File: config.mk
export PLATFORM = sky130hd
export DESIGN_NAME = ordered_task_table_top
export DESIGN_NICKNAME = d
export VERILOG_FILES = /design/src/rtl/core/ott_pkg.sv /design/src/rtl/core/ordered_task_table_top.sv
export SDC_FILE = /design/constraint.sdc
export NUM_CORES = 1
export LEC_CHECK = 0
export ABC_AREA = 1
export ABC_CLOCK_PERIOD_IN_PS = 13200
export BUFFER_PORTS_ARGS = -buffer_cell sky130_fd_sc_hd__buf_2
export CAP_MARGIN = 0
export CORE_ASPECT_RATIO = 2
export CORE_UTILIZATION = 67
export DETAILED_ROUTE_END_ITERATION = 6
export PLACE_DENSITY = 0.84
export REMOVE_ABC_BUFFERS = 1
export SETUP_SLACK_MARGIN = 0.2
export SYNTH_ARGS = -nofsm -noshare
export SYNTH_HDL_FRONTEND = slang
export SYNTH_SLANG_ARGS = --single-unit
File: constraint.sdc
create_clock -name clk_i -period 13.2 [get_ports clk_i]
set_clock_uncertainty 0.1 [all_clocks]
set_input_delay 2.64 -clock clk_i [delete_from_list [all_inputs] [get_ports clk_i]]
set_output_delay 2.64 -clock clk_i [all_outputs]
set_load 0.05 [all_outputs]
File: src/rtl/core/ott_pkg.sv
// shared types and constants for the ordered task table
package ott_pkg;

  localparam int unsigned TableDepth = 16;
  localparam int unsigned IdxW = $clog2(TableDepth);
  localparam int unsigned CntW = $clog2(TableDepth + 1);

  localparam logic [3:0] ActAppend     = 4'd0;
  localparam logic [3:0] ActReadAt     = 4'd1;
  localparam logic [3:0] ActRemoveAt   = 4'd2;
  localparam logic [3:0] ActFindPrio   = 4'd3;
  localparam logic [3:0] ActFindId     = 4'd4;
  localparam logic [3:0] ActRemovePrio = 4'd5;
  localparam logic [3:0] ActRemoveId   = 4'd6;
  localparam logic [3:0] ActSetState   = 4'd7;
  localparam logic [3:0] ActSchedule   = 4'd8;
  localparam logic [3:0] ActPurge      = 4'd9;

  localparam logic [1:0] StQueued   = 2'd0;
  localparam logic [1:0] StRunning  = 2'd1;
  localparam logic [1:0] StBlocked  = 2'd2;
  localparam logic [1:0] StFinished = 2'd3;

  localparam logic [1:0] StatOk       = 2'd0;
  localparam logic [1:0] StatFull     = 2'd1;
  localparam logic [1:0] StatNotFound = 2'd2;

  typedef struct packed {
    logic [15:0] key;
    logic [7:0]  prio;
    logic [1:0]  st;
  } entry_t;

  typedef enum logic [6:0] {
    S_IDLE  = 7'b0000001,
    S_SCAN  = 7'b0000010,
    S_SHIFT = 7'b0000100,
    S_EMIT  = 7'b0001000,
    S_COUNT = 7'b0010000,
    S_PURGE = 7'b0100000,
    S_DONE  = 7'b1000000
  } state_e;

endpackage

File: src/rtl/core/ordered_task_table_top.sv
// ordered task table: one table memory walked by a sequencer
// searches walk the table from entry 0; removals then shift each later entry down one
// place; purge walks the table twice (count, then compact and emit). one request at a
// time, set by the single read port of the table memory; a full output register stalls
// it.
// reset clears the entry count and sets capacity to 16; the memory is not cleared.
module ordered_task_table_top (
  input  logic        clk_i,
  input  logic        rst_ni,
  input  logic        cfg_we_i,
  input  logic [4:0]  cfg_wdata_i,
  input  logic        in_valid_i,
  output logic        in_ready_o,
  input  logic [3:0]  action_i,
  input  logic [3:0]  position_i,
  input  logic [15:0] task_key_i,
  input  logic [7:0]  task_priority_i,
  input  logic [1:0]  new_state_i,
  output logic        out_valid_o,
  input  logic        out_ready_i,
  output logic [1:0]  status_o,
  output logic [3:0]  found_position_o,
  output logic [15:0] entry_key_o,
  output logic [7:0]  entry_priority_o,
  output logic [1:0]  entry_state_o,
  output logic [4:0]  entry_count_o,
  output logic        last_o
);

  localparam int unsigned IW = ott_pkg::IdxW;
  localparam int unsigned CW = ott_pkg::CntW;

  ott_pkg::entry_t mem [ott_pkg::TableDepth];
  ott_pkg::entry_t rd_q;
  logic            we;
  logic [IW-1:0]   wa, ra;
  ott_pkg::entry_t wd;
  logic            re;

  always_ff @(posedge clk_i) begin
    if (we) mem[wa] <= wd;
    if (re) rd_q <= mem[ra];
  end

  ott_pkg::state_e st_q, st_d;
  logic [4:0]  cap_q;
  logic [CW-1:0] cnt_q, cnt_d;
  logic [3:0]  act_q;
  logic [15:0] key_q;
  logic [7:0]  prio_q;
  logic [1:0]  nst_q;
  logic [CW-1:0] i_q, i_d, w_q, w_d;
  logic        rdv_q, rdv_d;   // rd_q holds entry i_q (entry i_q + 1 while shifting)
  logic        hit_q, hit_d;
  logic        rem_q, rem_d;   // removal position latched
  logic [CW-1:0] nf_q, nf_d;   // finished entries seen by the purge count pass

  // captured entry for single results (before shifting overwrites rd_q)
  ott_pkg::entry_t sav_q;

  logic        ov_q;
  logic [1:0]  os_q;
  logic [IW-1:0] op_q;
  ott_pkg::entry_t oe_q;
  logic        ol_q;
  logic [CW-1:0] oc_q;
  logic        emit;
  logic [1:0]  es;
  logic [IW-1:0] ep;
  ott_pkg::entry_t ee;
  logic        el;

  logic [CW-1:0] cap_eff;
  assign cap_eff = (cap_q > 5'(ott_pkg::TableDepth)) ? CW'(ott_pkg::TableDepth)
                                                     : CW'(cap_q);

  logic out_free;
  assign out_free = !ov_q || out_ready_i;
  assign in_ready_o = (st_q == ott_pkg::S_IDLE);

  logic match;
  always_comb begin
    match = 1'b0;
    unique case (act_q) inside
      ott_pkg::ActFindPrio, ott_pkg::ActRemovePrio: match = rd_q.prio == prio_q;
      ott_pkg::ActFindId, ott_pkg::ActRemoveId, ott_pkg::ActSetState:
        match = rd_q.key == key_q;
      ott_pkg::ActSchedule: begin
        if (key_q != 16'd0 && rd_q.key == key_q)
          match = rd_q.st == ott_pkg::StQueued || rd_q.st == ott_pkg::StBlocked;
        else
          match = rd_q.prio == prio_q &&
                  (rd_q.st == ott_pkg::StQueued || rd_q.st == ott_pkg::StBlocked);
      end
      default: match = 1'b0;
    endcase
  end

  ott_pkg::entry_t upd;
  always_comb begin
    upd = rd_q;
    if (act_q == ott_pkg::ActSchedule) upd.st = ott_pkg::StRunning;
    else upd.st = nst_q;
  end

  always_comb begin
    st_d = st_q; cnt_d = cnt_q; i_d = i_q; w_d = w_q;
    rdv_d = 1'b0; hit_d = hit_q; rem_d = rem_q; nf_d = nf_q;
    we = 1'b0; wa = '0; wd = rd_q; re = 1'b0; ra = '0;
    emit = 1'b0; es = ott_pkg::StatNotFound; ep = '0; ee = '0; el = 1'b1;
    unique case (st_q)
      ott_pkg::S_IDLE: begin
        if (in_valid_i) begin
          i_d = '0; w_d = '0; hit_d = 1'b0; rem_d = 1'b0; nf_d = '0;
          unique case (action_i) inside
            ott_pkg::ActAppend: st_d = ott_pkg::S_DONE;
            ott_pkg::ActReadAt, ott_pkg::ActRemoveAt: begin
              i_d = CW'(position_i);
              re = 1'b1; ra = position_i[IW-1:0];
              st_d = ott_pkg::S_SCAN;
            end
            ott_pkg::ActPurge: st_d = ott_pkg::S_COUNT;
            default: st_d = ott_pkg::S_SCAN;
          endcase
        end
      end
      ott_pkg::S_SCAN: begin
        if (act_q == ott_pkg::ActReadAt || act_q == ott_pkg::ActRemoveAt) begin
          if (i_q >= cnt_q) st_d = ott_pkg::S_DONE;
          else if (rdv_q) begin
            hit_d = 1'b1; w_d = i_q;
            st_d = (act_q == ott_pkg::ActRemoveAt) ? ott_pkg::S_SHIFT
                                                    : ott_pkg::S_EMIT;
          end else rdv_d = 1'b1;
        end else if (act_q > ott_pkg::ActSchedule || act_q < ott_pkg::ActFindPrio
                     || i_q >= cnt_q) begin
          st_d = hit_q ? ott_pkg::S_EMIT : ott_pkg::S_DONE;
        end else if (!rdv_q) begin
          re = 1'b1; ra = i_q[IW-1:0]; rdv_d = 1'b1;
        end else if (match) begin
          if (act_q == ott_pkg::ActSetState) begin
            we = 1'b1; wa = i_q[IW-1:0]; wd = upd;
            if (!hit_q) begin w_d = i_q; hit_d = 1'b1; end
            i_d = i_q + 1'b1;
          end else if (act_q == ott_pkg::ActSchedule) begin
            we = 1'b1; wa = i_q[IW-1:0]; wd = upd;
            w_d = i_q; hit_d = 1'b1; st_d = ott_pkg::S_EMIT;
          end else begin
            w_d = i_q; hit_d = 1'b1;
            st_d = (act_q == ott_pkg::ActRemovePrio || act_q == ott_pkg::ActRemoveId)
                   ? ott_pkg::S_SHIFT : ott_pkg::S_EMIT;
          end
        end else i_d = i_q + 1'b1;
      end
      ott_pkg::S_SHIFT: begin
        // rd_q holds removed entry first; keep it in the output register path
        if (!rdv_q && !rem_q) begin
          rem_d = 1'b1; w_d = i_q;  // w_q: position of the removed entry
        end
        if (i_q + 1'b1 >= cnt_q) begin
          cnt_d = cnt_q - 1'b1;
          st_d = ott_pkg::S_EMIT;
        end else if (!rdv_q) begin
          re = 1'b1; ra = IW'(i_q + 1'b1); rdv_d = 1'b1;
        end else begin
          we = 1'b1; wa = i_q[IW-1:0]; wd = rd_q;
          i_d = i_q + 1'b1;
        end
      end
      ott_pkg::S_EMIT: begin
        if (out_free) begin
          emit = 1'b1; es = ott_pkg::StatOk; ep = w_q[IW-1:0]; ee = sav_q;
          st_d = ott_pkg::S_IDLE;
        end
      end
      ott_pkg::S_COUNT: begin
        // first pass: count finished entries so each result knows the final count
        if (i_q >= cnt_q) begin
          i_d = '0;
          st_d = (nf_q == '0) ? ott_pkg::S_DONE : ott_pkg::S_PURGE;
        end else if (!rdv_q) begin
          re = 1'b1; ra = i_q[IW-1:0]; rdv_d = 1'b1;
        end else begin
          if (rd_q.st == ott_pkg::StFinished) nf_d = nf_q + 1'b1;
          i_d = i_q + 1'b1;
        end
      end
      ott_pkg::S_PURGE: begin
        if (i_q >= cnt_q) begin
          cnt_d = w_q; st_d = ott_pkg::S_IDLE;
        end else if (!rdv_q) begin
          re = 1'b1; ra = i_q[IW-1:0]; rdv_d = 1'b1;
        end else if (rd_q.st == ott_pkg::StFinished) begin
          rdv_d = 1'b1;
          if (out_free) begin
            emit = 1'b1; es = ott_pkg::StatOk; ep = i_q[IW-1:0]; ee = rd_q;
            // i_q - w_q entries already emitted
            el = ((i_q - w_q) == (nf_q - 1'b1));
            i_d = i_q + 1'b1; rdv_d = 1'b0;
          end
        end else begin
          we = 1'b1; wa = w_q[IW-1:0]; wd = rd_q;
          w_d = w_q + 1'b1; i_d = i_q + 1'b1;
        end
      end
      ott_pkg::S_DONE: begin
        if (out_free) begin
          emit = 1'b1;
          if (act_q == ott_pkg::ActAppend) begin
            if (cnt_q < cap_eff) begin
              ee.key = key_q; ee.prio = prio_q; ee.st = nst_q;
              we = 1'b1; wa = cnt_q[IW-1:0]; wd = ee;
              es = ott_pkg::StatOk; ep = cnt_q[IW-1:0];
              cnt_d = cnt_q + 1'b1;
            end else es = ott_pkg::StatFull;
          end
          st_d = ott_pkg::S_IDLE;
        end
      end
      default: st_d = ott_pkg::S_IDLE;
    endcase
  end

  always_ff @(posedge clk_i) begin
    if (st_q == ott_pkg::S_SCAN && rdv_q) begin
      if (act_q == ott_pkg::ActSchedule || act_q == ott_pkg::ActSetState) begin
        if (match && !hit_q) sav_q <= upd;
      end else if (!hit_q) sav_q <= rd_q;
    end
  end

  always_ff @(posedge clk_i or negedge rst_ni) begin
    if (!rst_ni) begin
      st_q <= ott_pkg::S_IDLE;
      cap_q <= 5'd16;
      cnt_q <= '0;
      i_q <= '0; w_q <= '0; rdv_q <= 1'b0; hit_q <= 1'b0; rem_q <= 1'b0;
      nf_q <= '0;
      ov_q <= 1'b0;
    end else begin
      st_q <= st_d; cnt_q <= cnt_d; i_q <= i_d; w_q <= w_d;
      rdv_q <= rdv_d; hit_q <= hit_d; rem_q <= rem_d; nf_q <= nf_d;
      if (cfg_we_i) cap_q <= cfg_wdata_i;
      if (emit) ov_q <= 1'b1;
      else if (out_ready_i) ov_q <= 1'b0;
    end
  end

  always_ff @(posedge clk_i) begin
    if (st_q == ott_pkg::S_IDLE && in_valid_i) begin
      act_q <= action_i; key_q <= task_key_i;
      prio_q <= task_priority_i; nst_q <= new_state_i;
    end
    if (emit) begin
      os_q <= es; op_q <= ep; oe_q <= ee; ol_q <= el;
      // purge results carry the count after the whole purge
      oc_q <= (st_q == ott_pkg::S_PURGE) ? cnt_q - nf_q : cnt_d;
    end
  end

  assign out_valid_o      = ov_q;
  assign status_o         = os_q;
  assign found_position_o = 4'(op_q);
  assign entry_key_o      = oe_q.key;
  assign entry_priority_o = oe_q.prio;
  assign entry_state_o    = oe_q.st;
  assign entry_count_o    = 5'(oc_q);
  assign last_o           = ol_q;

endmodule

-- Yosys cells after proc, flatten, opt, wreduce, memory -nomap -nowiden
Memory sizes are Yosys's and may differ from the RTL's. A register that Yosys moved wholly into a read port is not among the register bits.
Cells that the tools add are included.
- output and inout bits: 40
- bits in latches: 0
- bits in registers: 130
- input port bits: 44
- ROM bits: 0
- memories: 1
- bits in writable memories: 416
- word-level logic and storage cells: 306
- divide/modulo/power cells: 0
- reduce and logical (&&, ||, !) cells: 41
- muxes and demuxes: 171
- eq/ne operators: 51
- add/subtract/negate cells: 8
- bitwise gates (word level): 4
- multipliers: 0
- shift operators: 0
- magnitude comparators: 6
- memory list (name ; depth ; width ; rd ports ; clocked after memory_dff ; wr ports ; RTL line ; source):
    mem ; 16 ; 26 ; 1 ; 1 ; 1 ; ordered_task_table_top.sv:33 ; ott_pkg::entry_t mem [ott_pkg::TableDepth];
- operators by type and width (operator ; count):
    26-bit 2-to-1 mux ; 14
    5-bit 2-to-1 mux ; 36
    4-bit 2-to-1 mux ; 31
    7-bit 2-to-1 mux ; 14
    26-bit case mux with 3 select lines ; 1
    26-bit case mux with 2 select lines ; 1
    1-bit 2-to-1 mux ; 44
    7-bit case mux with 6 select lines ; 1
    4-bit case mux with 4 select lines ; 2
    2-bit inequality test, second input constant ; 15
    2-bit 2-to-1 mux ; 13
    5-bit case mux with 5 select lines ; 1
    5-bit by 1-bit adder with 5-bit output, second input constant ; 4
    4-bit inequality test, second input constant ; 5
    5-bit case mux with 4 select lines ; 1
    16-bit == test ; 1
    4-bit by 3-bit == test with 1-bit output, second input constant ; 4
    16-bit nonzero test ; 1
    3-bit inequality test, second input constant ; 5
    5-bit case mux with 3 select lines ; 1
    7-bit case mux with 2 select lines ; 1
    4-bit by 2-bit == test with 1-bit output, second input constant ; 3
    1-bit case mux with 4 select lines ; 3
    4-bit case mux with 3 select lines ; 1
    other kinds (43) ; 78

-- Logic depth before layout (Yosys ltp)
Gate-level depths: netlist (run 1).
- word-level depth: 12
- gate-level depth with buffers: 21
- mapped depth without buffers: 19

-- Least setup slack after synthesis (run 1)
Ideal clock, no wire load.
- kind: input port to flip-flop
- from: input port out_ready_i
- to: register oc_q[0] (netlist: entry_count_o[0]) (enable)
- cell stages on the path: 2
- buffers on the path: 0
- required time: 12.614 ns
- setup slack: 7.176 ns
- library setup time: 0.486 ns
- arrival time: 5.438 ns
- cells stage by stage: nor2_1 -> o21ai_0
- word-level cells in the longest chain between the ends: 6
- RTL lines (item ; RTL line ; source):
    from (decl) ; ordered_task_table_top.sv:20 ; input logic out_ready_i,
    1-bit logical OR * ; ordered_task_table_top.sv:78 ; assign out_free = !ov_q || out_ready_i;
    1-bit 2-to-1 mux * ; ordered_task_table_top.sv:171, ordered_task_table_top.sv:195, ordered_task_table_top.sv:207 ;
    1-bit 2-to-1 mux ; ordered_task_table_top.sv:193 ; end else if (rd_q.st == ott_pkg::StFinished) begin
    1-bit 2-to-1 mux ; ordered_task_table_top.sv:191 ; end else if (!rdv_q) begin
    1-bit 2-to-1 mux ; ordered_task_table_top.sv:189 ; if (i_q >= cnt_q) begin
    1-bit case mux with 2 select lines * ; ordered_task_table_top.sv:111 ; unique case (st_q)
    via emit ; ordered_task_table_top.sv:67 ; logic emit;
    to (signal assigned) ; ordered_task_table_top.sv:257 ; oc_q <= (st_q == ott_pkg::S_PURGE) ? cnt_q - nf_q : cnt_d;
    to (decl) ; ordered_task_table_top.sv:66 ; logic [CW-1:0] oc_q;
Mark *: on every way through the listed nets, which the timed path passes. The rest lies on a longest branch.
A chain may end at the register's enable or synchronous reset.

-- Final worst setup path (run 1)
- from: input port out_ready_i
- to: memory mem[15][1] in the netlist's numbering (enable)
- word-level cells in the longest chain between the ends: 5
- elaborated cells on any way between the ends: 7
- classes of those cells: mux (6); reduce/logical (1)
- RTL lines (item ; RTL line ; source):
    1-bit logical OR * ; ordered_task_table_top.sv:78 ;
    1-bit 2-to-1 mux ; ordered_task_table_top.sv:207 ; if (out_free) begin
    1-bit case mux with 4 select lines ; ordered_task_table_top.sv:111 ;
    1-bit 2-to-1 mux ; ordered_task_table_top.sv:41 ; if (we) mem[wa] <= wd;
    1-bit 2-to-1 mux (implied by the code) ; ordered_task_table_top.sv:41 ;
    to (decl) ; ordered_task_table_top.sv:33 ;
Every way passes the cells marked *; elsewhere a longest branch is shown, timed or not.

==> metrics.md, run 1 <==
| Metric | Value |
|---|---|
| Fmax | `152 MHz` |
| Worst-path clk slew | `0.07 ns` |
| Filler cells | `2409` |
| Final setup margin | `6.61 ns` |
| Mapped Avg Cell Area | `11.0 sq um` |
| Crit path launch | `out_ready_i` |
| Max Root-Sink Buffers | `3` |
| Slowest cell on crit path | `nor2_4` |
| Synth cell types | `52` |
| First-pass GRT wire length | `111 mm` |
| CP Capture Type | `register` |
| Via density | `6.76` |
| CP arrival | `6.69 ns` |
| Max_cap viols | `0` |
| I/O Buffers | `83` |
| Clock share of power | `0.292` |
| Tightest Hold Check Type | `reg -> reg` |
| Async S/R FF share, synth | `0.0629` |
| R2R setup slack | `7.56 ns` |
| DR DRC count | `2` |
| Vias | `19500` |
| Cells after Synth | `2338` |
| Critical Path Max Stage Delay | `0.94 ns` |
| Root Driver | `clkbuf_16` |
| Netlist Area Pre-Place | `25700 sq um` |
| Largest net degree at the start of global routing | `109` |
| Worst hold slack | `0.366 ns` |
| Setup WS pre-CTS | `6.32 ns` |
| Outcome | `finished with violations` |
| Placed cell areas | `26500 sq um` |
| Min-delay src | `rd_q[5]` |
| GRT Util Overall | `0.387` |
| Startpoint Class | `input pin` |
| VDD IR max | `0.167 mV` |
| Reg-to-Reg End | `rd_q[24]` |
| H-tree depth | `2` |
| Worst-path cell chain | `buf_2, nor2_1, nor2_1, nand2_1, nor2_4, inv_2, o22ai_1, a21oi_1, inv_2, nand2_1, nor2_4` |
| CTS Sinks | `572` |
| Die area | `39100 sq um` |
| CTS Buf Count | `47` |
| Area growth syn-to-layout | `9.34%` |
| Nets | `2462` |
| Seq/Total Area, Yosys | `0.662` |
| Sequential power share | `0.464` |
| Setup TNS | `0 ns` |
| Post-layout min period | `6.59 ns` |
| Critical path peak fanout | `33` |
| Cell Rows | `101` |
| CTS Hold Bufs | `0` |
| First DRT Iteration DRCs | `2301` |
| Die Width | `140 um` |
| Post-DP HPWL | `45.8 mm` |
| Crit path max-delay family | `simple AND/OR/NAND/NOR gates` |
| Sw Pwr | `1.66 mW` |
| Diodes inserted | `0` |
| Worst Reg-to-Reg Cells | `20` |
| Design area | `28100 sq um` |
| I/O Pins | `84` |
| RePlAce Congestion | `1.08` |
| Multi-input combinational cell area | `7750 sq um` |
| Primary FF master, synth | `edfxtp_1` |
| Buf+Inv Stages, Crit Path | `3` |
| Hold Vio Cnt, Final | `0` |
| Setup violators final | `0` |
| Worst R2R Start | `i_q[1]` |
| Max-slew violations | `0` |
| Slew at the pin with the worst max-slew slack | `1.32 ns` |
| Core area | `37900 sq um` |
| Congestion Overflow GR | `0` |
| FF+latch count, synth | `572` |
| WL per Instance | `25.8 um` |
| RSZ-0062 raised after global routing | `no` |
| First-pass iteration count of the detailed router | `7` |
| Layout cells sized above 1 | `0.105` |
| Comb pwr share | `0.243` |
| Static leakage | `10.4 nW` |
| Pwr dens | `177 nW/um^2` |
| Violated checks | `design-rule violations` |
| EDFF count, synth | `536` |
| Pint | `3.31 mW` |
| Post_cts resized | `0` |
| Hold Crit Endpoint | `sav_q[5]` |
| Die Height | `279 um` |
| Sw Ratio | `0.334` |
| Max_slew headroom | `0.123` |
| Worst-Skew Late Latency | `0.59 ns` |
| YS warnings | `0` |
| Number of nets with antenna violations after routing | `0` |
| Total power | `4.97 mW` |
| Hold Crit Depth | `0` |
| Vias in the first global route | `19600` |
| Initial Utilization | `0.677` |
| Initial antenna violation count | `1` |
| Required @ worst endpoint | `13.30 ns` |
| Tcrit/Tclk final | `0.499` |
| Post-CTS Setup Inserts | `0` |
| Sequential Area | `17000 sq um` |
| Final WL | `74.3 mm` |
| Setup CP Type | `in -> reg` |
| CTS tree | `done` |
cells by family (layout without fill, tap and decap cells):
logic type / count (synthesis) / count (layout) / share of synthesized area
mux: 2 / 2 / 0.000877
simple gates: 1270 / 1270 / 0.222
fa+ha+maj: 34 / 34 / 0.0172
buf+inv: 247 / 327 / 0.0422
flops: 572 / 572 / 0.662
xor+xnor: 39 / 39 / 0.0133
compound gates: 174 / 174 / 0.0424
area by class of cell:
type	count	area share
timing repair buffer	119	0.0244
tap	463	0.0206
clock buffer	55	0.0437
multi-input combinational	1519	0.276
clock inverter	28	0.0123
sequential	572	0.606
inverter	125	0.0169
power groups by stage:
| stage | Clock (mW) | Combinational [mW] | Sequential [mW] |
|---|---|---|---|
| after floorplan | 0 | 0.683 | 2.37 |
| after global placement | 0 | 1.12 | 2.34 |
| after detailed placement | 0 | 1.16 | 2.34 |
| after CTS | 1.45 | 1.17 | 2.30 |
| after global routing | 1.52 | 1.30 | 2.31 |
| final | 1.45 | 1.21 | 2.31 |
per-stage QoR:
step | utilization | instances
2_1_floorplan | - | 2216
6_report | 0.740 | 2881
3_5_place_dp | 0.699 | 2798
4_1_cts | 0.740 | 2881
3_3_place_gp | 0.699 | 2798
5_1_grt | 0.740 | 2881
worst max path at each step:
stage,cells past startpoint,to,slack [ns]
floorplan,13,rd_q[10],6.02
detailed placement,11,mem[14][16],6.32
finish,11,mem[15][1],6.61
global route,11,mem[15][11],6.51
global placement,11,mem[15][0],6.54
CTS,11,mem[15][1],6.84
cell usage in the layout (no fill, tap or decap), drive strengths merged, types with 6 or more instances in the layout:
| cell type | netlist | layout |
|---|---|---|
| inv | 122 | 123 |
| clkbuf | 48 | 55 |
| xnor2 | 9 | 9 |
| nor3 | 15 | 15 |
| o221ai | 16 | 16 |
| nor2 | 97 | 97 |
| nand2 | 558 | 558 |
| buf | 74 | 119 |
| bufinv | 0 | 7 |
| clkinv | 3 | 19 |
| a21oi | 24 | 24 |
| o211ai | 24 | 24 |
| a22oi | 9 | 9 |
| nand3 | 575 | 575 |
| dfrtp | 34 | 34 |
| o21ai | 77 | 77 |
| o22ai | 6 | 6 |
| nand4 | 13 | 13 |
| ha | 32 | 32 |
| or2 | 6 | 6 |
| xor2 | 30 | 30 |
| edfxtp | 536 | 536 |
Yosys cell counts (5+ instances only):
master | count | area [sq um]
a21oi_1 | 24 | 120
a22oi_1 | 9 | 67.6
buf_2 | 50 | 250
buf_4 | 15 | 113
buf_6 | 5 | 56.3
clkbuf_1 | 48 | 180
dfrtp_1 | 34 | 851
edfxtp_1 | 536 | 16100
ha_1 | 32 | 400
inv_1 | 109 | 409
inv_2 | 13 | 48.8
nand2_1 | 551 | 2070
nand2_2 | 6 | 37.5
nand3_1 | 571 | 2860
nand4_1 | 12 | 75.1
nor2_1 | 84 | 315
nor2_2 | 6 | 37.5
nor2_4 | 7 | 78.8
nor3_1 | 14 | 70.1
o211ai_1 | 24 | 180
o21ai_0 | 73 | 365
o221ai_1 | 16 | 140
o22ai_1 | 6 | 37.5
or2_2 | 5 | 31.3
xnor2_1 | 9 | 78.8
xor2_1 | 30 | 263
flip-flops by register name, summed over array words and instances, names as in the netlist, 2 cells and up:
register          cells
prio_q                8
nst_q                 2
i_q                   5
act_q                 4
nf_q                  5
st_q                  7
cap_q                 5
mem                 416
rd_q                 26
key_q                16
sav_q                26
entry_priority_o      8
entry_state_o         2
status_o              2
entry_count_o         5
entry_key_o          16
cnt_q                 5
found_position_o      4
w_q                   5
routing by layer:
metal | wire length, um | track usage | up-vias | share of wire
met5 | 12 | 0 | - | 0.00016
met4 | 6520 | 0.316 | 2 | 0.088
met3 | 8360 | 0.0871 | 425 | 0.11
met2 | 36700 | 0.644 | 1542 | 0.49
met1 | 22700 | 0.424 | 9109 | 0.31
li1 | - | - | 8397 | -
(Power assumes the default switching activity.)
==> run 2: changes to the inputs <==
- ABC_AREA: 1 -> 0
- ABC_CLOCK_PERIOD_IN_PS: 13200 -> 5980
- CORE_UTILIZATION: 67 -> 56
- PLACE_DENSITY: 0.84 -> 0.75
- clock period: 13.2 -> 5.98 ns (I/O delays scaled with it)
==> metrics.md, run 2 <==
| Metric | Value |
|---|---|
| Tightest Hold Check Type | `reg -> reg` |
| Pwr dens | `379 nW/um^2` |
| R2R setup slack | `0.98 ns` |
| Required @ worst endpoint | `6.14 ns` |
| Area growth syn-to-layout | `10.9%` |
| GRT Util Overall | `0.324` |
| Via density | `6.68` |
| Seq/Total Area, Yosys | `0.688` |
| Diodes inserted | `0` |
| DR DRC count | `0` |
| Placed Instances | `2195` |
| Slew at the pin with the worst max-slew slack | `1.23 ns` |
| Die Height | `299 um` |
| Most common cell after layout, fill and taps aside | `edfxtp_1` |
| Final WL | `70.8 mm` |
| CTS Buf Count | `48` |
| WL per Instance | `31.1 um` |
| Synth top area share | `0.652` |
| Setup CP Type | `reg -> reg` |
| CTS tree | `done` |
| Commonest cells after routing, fill and taps aside | `edfxtp_1, nand2_1, mux2i_1, buf_2, nor2_1` |
| RePlAce Congestion | `0.990` |
| First DRT Iteration DRCs | `1568` |
| Initial antenna violation count | `2` |
| Tcrit/Tclk final | `0.835` |
| Congestion Overflow GR | `0` |
| Min-delay src | `cap_q[2]` |
| Worst Reg-to-Reg Cells | `11` |
| Max_slew headroom | `0.181` |
| CTS Sinks | `572` |
| Initial Utilization | `0.568` |
| Largest Register | `mem` |
| Max Root-Sink Buffers | `3` |
| Worst hold slack | `0.423 ns` |
| Hold Vio Cnt, Final | `0` |
| Most instantiated cells after synthesis | `edfxtp_1, nand2_1, mux2i_1` |
| Cells after Synth | `1599` |
| Top post-synthesis cells by area | `edfxtp_1, mux2i_1, mux4_2` |
| Leading area contributor after synthesis | `edfxtp_1` |
| Worst R2R Start | `i_q[0]` |
| Final instance count without filler cells | `2279` |
| Primary FF master, synth | `edfxtp_1` |
| Max FFs per register | `416` |
| Worst-path clk slew | `0.07 ns` |
| Worst-Skew Late Latency | `0.58 ns` |
| CP Capture Type | `register` |
| Synth cell types | `89` |
| Setup violators final | `0` |
| Post-layout min period | `5.00 ns` |
| Largest net degree at the start of global routing | `70` |
| I/O Pins | `84` |
| CTS Hold Bufs | `0` |
| I/O Buffers | `83` |
| Fmax | `200 MHz` |
| RSZ-0062 raised after global routing | `no` |
| Outcome | `complete, no violations` |
| Reg-to-Reg End | `rd_q[10]` |
| Post-DP HPWL | `47.4 mm` |
| Setup TNS | `0 ns` |
| EDFF count, synth | `536` |
| Vias | `15200` |
| Core area | `43500 sq um` |
| Layout cells sized above 1 | `0.176` |
| Async S/R FF share, synth | `0.0629` |
| First-pass GRT wire length | `101 mm` |
| Post_cts resized | `0` |
| Hold Crit Depth | `1` |
| Largest registers | `mem x416, rd_q x26, sav_q x26` |
| YS warnings | `0` |
| H-tree depth | `2` |
| Setup WS pre-CTS | `0.936 ns` |
| Die Width | `151 um` |
| Max_cap viols | `0` |
| Startpoint Class | `register` |
| Cell Rows | `108` |
| Root Driver | `clkbuf_16` |
| Number of nets with antenna violations after routing | `0` |
| Post-CTS Setup Inserts | `0` |
| Netlist Area Pre-Place | `24700 sq um` |
| Die area | `45000 sq um` |
| CP arrival | `5.16 ns` |
| Critical path peak fanout | `39` |
| Max-slew violations | `0` |
| Count leader, synth | `edfxtp_1` |
| Vias in the first global route | `15200` |
| Static leakage | `9.94 nW` |
| Mapped Avg Cell Area | `15.4 sq um` |
| Hold Crit Endpoint | `cap_q[2]` |
| Total power | `10.4 mW` |
| VDD IR max | `0.278 mV` |
| First-pass iteration count of the detailed router | `5` |
| Final setup margin | `0.984 ns` |
| Nets | `1773` |
| FF+latch count, synth | `572` |
==> run 2: cell count changes in the layout (fill, tap and decap cells not counted), sizes merged, moves of 26 or more <==
cell | before | now
mux2i | 0 | 147
inv | 123 | 35
mux4 | 0 | 42
o22ai | 6 | 39
nand3 | 575 | 30
a22oi | 9 | 39
o21ai | 77 | 33
nand2 | 558 | 160
mux2 | 2 | 28
==> run 2: through the flow <==
step | area [sq um] | utilization
2_1_floorplan | 24300 | -
3_3_place_gp | 25900 | 0.595
3_5_place_dp | 25900 | 0.595
4_1_cts | 27400 | 0.629
5_1_grt | 27400 | 0.629
6_report | 27400 | 0.629
==> run 2: per-layer routing <==
layer	wire (um)	track usage	vias to the layer above
met1	21800	0.331	7629
met5	23	0	-
met2	36900	0.562	888
met4	6890	0.270	4
met3	5220	0.0591	262
li1	-	-	6434
==> run 2: area by class of cell <==
class | instances | area (sq um)
timing repair buffer | 123 | 741
clock buffer | 62 | 1300
fill | 3110 | 16100
inverter | 37 | 145
tap | 550 | 688
multi-input combinational | 913 | 7320
clock inverter | 22 | 190
sequential | 572 | 17000
==> run 2: worst max-delay path, stage by stage (launching register included) <==
cell	delay, ns
dfrtp_1	0.49
ha_1	0.32
xor2_1	0.17
ha_1	0.31
nand2_1	0.04
o21ai_0	0.48
a211oi_1	0.26
a311oi_4	0.58
buf_12	0.34
mux2_1	0.37
o2111ai_1	0.96
o211ai_1	0.26
==> run 2: logic make-up (layout without fill, tap and decap cells) <==
logic type,count (synthesis),after routing,synth area share
buf+inv,114,244,0.0234
xor+xnor,51,51,0.0181
flops,572,572,0.688
mux,217,217,0.111
simple gates,361,361,0.0692
compound gates,250,250,0.0726
fa+ha+maj,34,34,0.0178
==> run 2: worst max path at each step <==
| stage | start | end | slack [ns] | cells past startpoint |
|---|---|---|---|---|
| floorplan | in_valid_i | rd_q[24] | -10.97 | 6 |
| global placement | in_valid_i | rd_q[9] | 0.97 | 11 |
| detailed placement | out_ready_i | mem[0][24] | 0.94 | 10 |
| CTS | i_q[0] | rd_q[9] | 1.10 | 13 |
| global route | i_q[0] | rd_q[10] | 0.81 | 11 |
| finish | i_q[0] | rd_q[10] | 0.98 | 11 |
==> run 2: report_power, final <==
part / internal (mW) / switching [mW] / total (mW) / leakage, nW
Sequential: 4.70 / 0.234 / 4.94 / 5.32
Combinational: 0.723 / 1.69 / 2.41 / 3.90
Clock: 1.62 / 1.41 / 3.04 / 0.716
==> run 3: changes to the inputs <==
- ABC_AREA: 0 -> 1
- ABC_CLOCK_PERIOD_IN_PS: 5980 -> 4600
- CORE_UTILIZATION: 56 -> 62
- PLACE_DENSITY: 0.75 -> 0.79
- clock period: 5.98 -> 4.6 ns (I/O delays scaled with it)
==> metrics.md, run 3 (synthesis gave the netlist of run 1 again) <==
| Metric | Value |
|---|---|
| Outcome | `complete, no violations` |
| Setup violators final | `0` |
| Total power | `14.1 mW` |
| R2R setup slack | `0.43 ns` |
| Max_slew headroom | `0.102` |
| Worst-Skew Late Latency | `0.58 ns` |
| I/O Buffers | `83` |
| Pwr dens | `490 nW/um^2` |
| Root Driver | `clkbuf_16` |
| Fmax | `240 MHz` |
| RSZ-0062 raised after global routing | `yes` |
| Pint | `9.43 mW` |
| Multi-input combinational cell area | `7760 sq um` |
| Final WL | `75.4 mm` |
| Startpoint Class | `register` |
| Required @ worst endpoint | `4.96 ns` |
| H-tree depth | `2` |
| Most common cell after layout, fill and taps aside | `nand3_1` |
| Congestion Overflow GR | `0` |
| WL per Instance | `25.2 um` |
| Static leakage | `10.7 nW` |
| Vias in the first global route | `19100` |
| Core area | `40900 sq um` |
| Setup CP Type | `reg -> reg` |
| Die area | `42300 sq um` |
| First DRT Iteration DRCs | `1973` |
| Die Width | `146 um` |
| Slew at the pin with the worst max-slew slack | `1.35 ns` |
| Critical path destination | `rd_q[22]` |
| I/O Pins | `84` |
| CTS Hold Bufs | `0` |
| Initial antenna violation count | `0` |
| Initial Utilization | `0.628` |
| Worst-path clk slew | `0.07 ns` |
| CP arrival | `4.53 ns` |
| Via density | `6.43` |
| Critical Path Max Stage Delay | `0.78 ns` |
| Commonest cells after routing, fill and taps aside | `nand3_1, nand2_1, edfxtp_1, inv_1, buf_2` |
| Max Root-Sink Buffers | `3` |
| Post-layout min period | `4.17 ns` |
| Comb pwr share | `0.245` |
| Reg-to-Reg End | `rd_q[22]` |
| Most frequent cell on the critical path | `nand2_1` |
| Sequential Area | `17000 sq um` |
| Worst R2R Start | `i_q[1]` |
| Critical path peak fanout | `28` |
| Number of nets with antenna violations after routing | `0` |
| First-pass GRT wire length | `112 mm` |
| Sequential power share | `0.470` |
| GRT Util Overall | `0.363` |
| Hold Vio Cnt, Final | `0` |
| Nets | `2501` |
| Diodes inserted | `0` |
| Worst-path cell chain | `ha_1, nand3_1, xnor2_1, ha_1, nand2_1, nor3_1, nor2_1, nand2_1, nor2_4, nand3_1, o21ai_1, nor2_4, buf_4, nand3_1, nand2_1, nand2_1, nand2_1` |
| Max FFs per register | `416` |
| Sw Ratio | `0.330` |
| Finished Core Util | `0.702` |
| Post-DP HPWL | `45.6 mm` |
| DR DRC count | `0` |
| CP Capture Type | `register` |
| CTS Sinks | `572` |
| Area growth syn-to-layout | `11.8%` |
| Vias | `19300` |
| Slowest cell on crit path | `nor2_4` |
| Max_cap viols | `0` |
| RePlAce Congestion | `1.03` |
| Largest registers | `mem x416, rd_q x26, sav_q x26` |
| VDD IR max | `0.379 mV` |
| CTS tree | `done` |
| Tightest Hold Check Type | `reg -> reg` |
| Tcrit/Tclk final | `0.907` |
| Largest Register | `mem` |
| Post-CTS Setup Inserts | `0` |
| CTS Buf Count | `47` |
| First-pass iteration count of the detailed router | `6` |
| Post_cts resized | `0` |
| Sw Pwr | `4.64 mW` |
| Largest net degree at the start of global routing | `105` |
| Max-slew violations | `0` |
| Crit path launch | `i_q[1]` |
| Cell Rows | `105` |
| Filler cells | `2852` |
| Worst Reg-to-Reg Cells | `17` |
| Clock share of power | `0.285` |
| Layout cells sized above 1 | `0.121` |
| Die Height | `290 um` |
-- run 3: power by group through the flow --
stage,Sequential [mW],Combinational (mW),Clock (mW)
after CTS,6.60,3.37,4.03
after floorplan,6.81,1.96,0
after detailed placement,6.71,3.34,0
after global routing,6.63,3.71,4.21
final,6.61,3.45,4.01
after global placement,6.70,3.28,0
-- run 3: critical path: cells and delay by family (launching register included) --
kind / cells / cell delay, ns
buffers and inverters: 1 / 0.51
AO/OA/AOI/OAI: 1 / 0.10
XOR/XNOR: 1 / 0.19
flip-flops: 1 / 0.49
adder cells (fa/ha/maj): 2 / 0.56
AND/OR/NAND/NOR: 12 / 2.05
-- run 3: how the worst min path moves through the flow --
stage / slack (ns) / depth (start not counted) / to / start
3_3_place_gp: 0.35 / 0 / sav_q[5] / rd_q[5]
4_1_cts: 0.35 / 0 / sav_q[5] / rd_q[5]
3_5_place_dp: 0.34 / 0 / sav_q[5] / rd_q[5]
6_report: 0.36 / 0 / sav_q[5] / rd_q[5]
2_1_floorplan: 0.33 / 0 / sav_q[5] / rd_q[5]
5_1_grt: 0.38 / 0 / sav_q[5] / rd_q[5]
-- run 3: cell type report --
type	count	area share
clock inverters	28	0.00898
repair buffers	158	0.0446
multi-input cells	1519	0.270
flip-flops and latches	572	0.592
inverters	125	0.0165
clock buffers	57	0.0438
well taps	535	0.0233
-- run 3: layer usage --
| layer | track usage | vias up | part of all wire |
|---|---|---|---|
| li1 | - | 8478 | - |
| met1 | 0.411 | 9128 | 0.32 |
| met2 | 0.620 | 1312 | 0.50 |
| met3 | 0.0564 | 333 | 0.10 |
| met4 | 0.280 | 0 | 0.081 |
| met5 | 0 | - | 0 |
-- run 3: through the flow --
step | area (sq um) | cells | setup slack, ns | hold WS, ns | TNS (ns)
3_5_place_dp | 27200 | 2909 | 0.380 | 0.342 | 0
3_3_place_gp | 27200 | 2909 | 0.504 | 0.352 | 0
5_1_grt | 28700 | 2994 | 0.178 | 0.382 | 0
4_1_cts | 28700 | 2994 | 0.361 | 0.354 | 0
2_1_floorplan | 25100 | 2216 | -1.13 | 0.326 | -29.41
6_report | 28700 | 2994 | 0.429 | 0.364 | 0
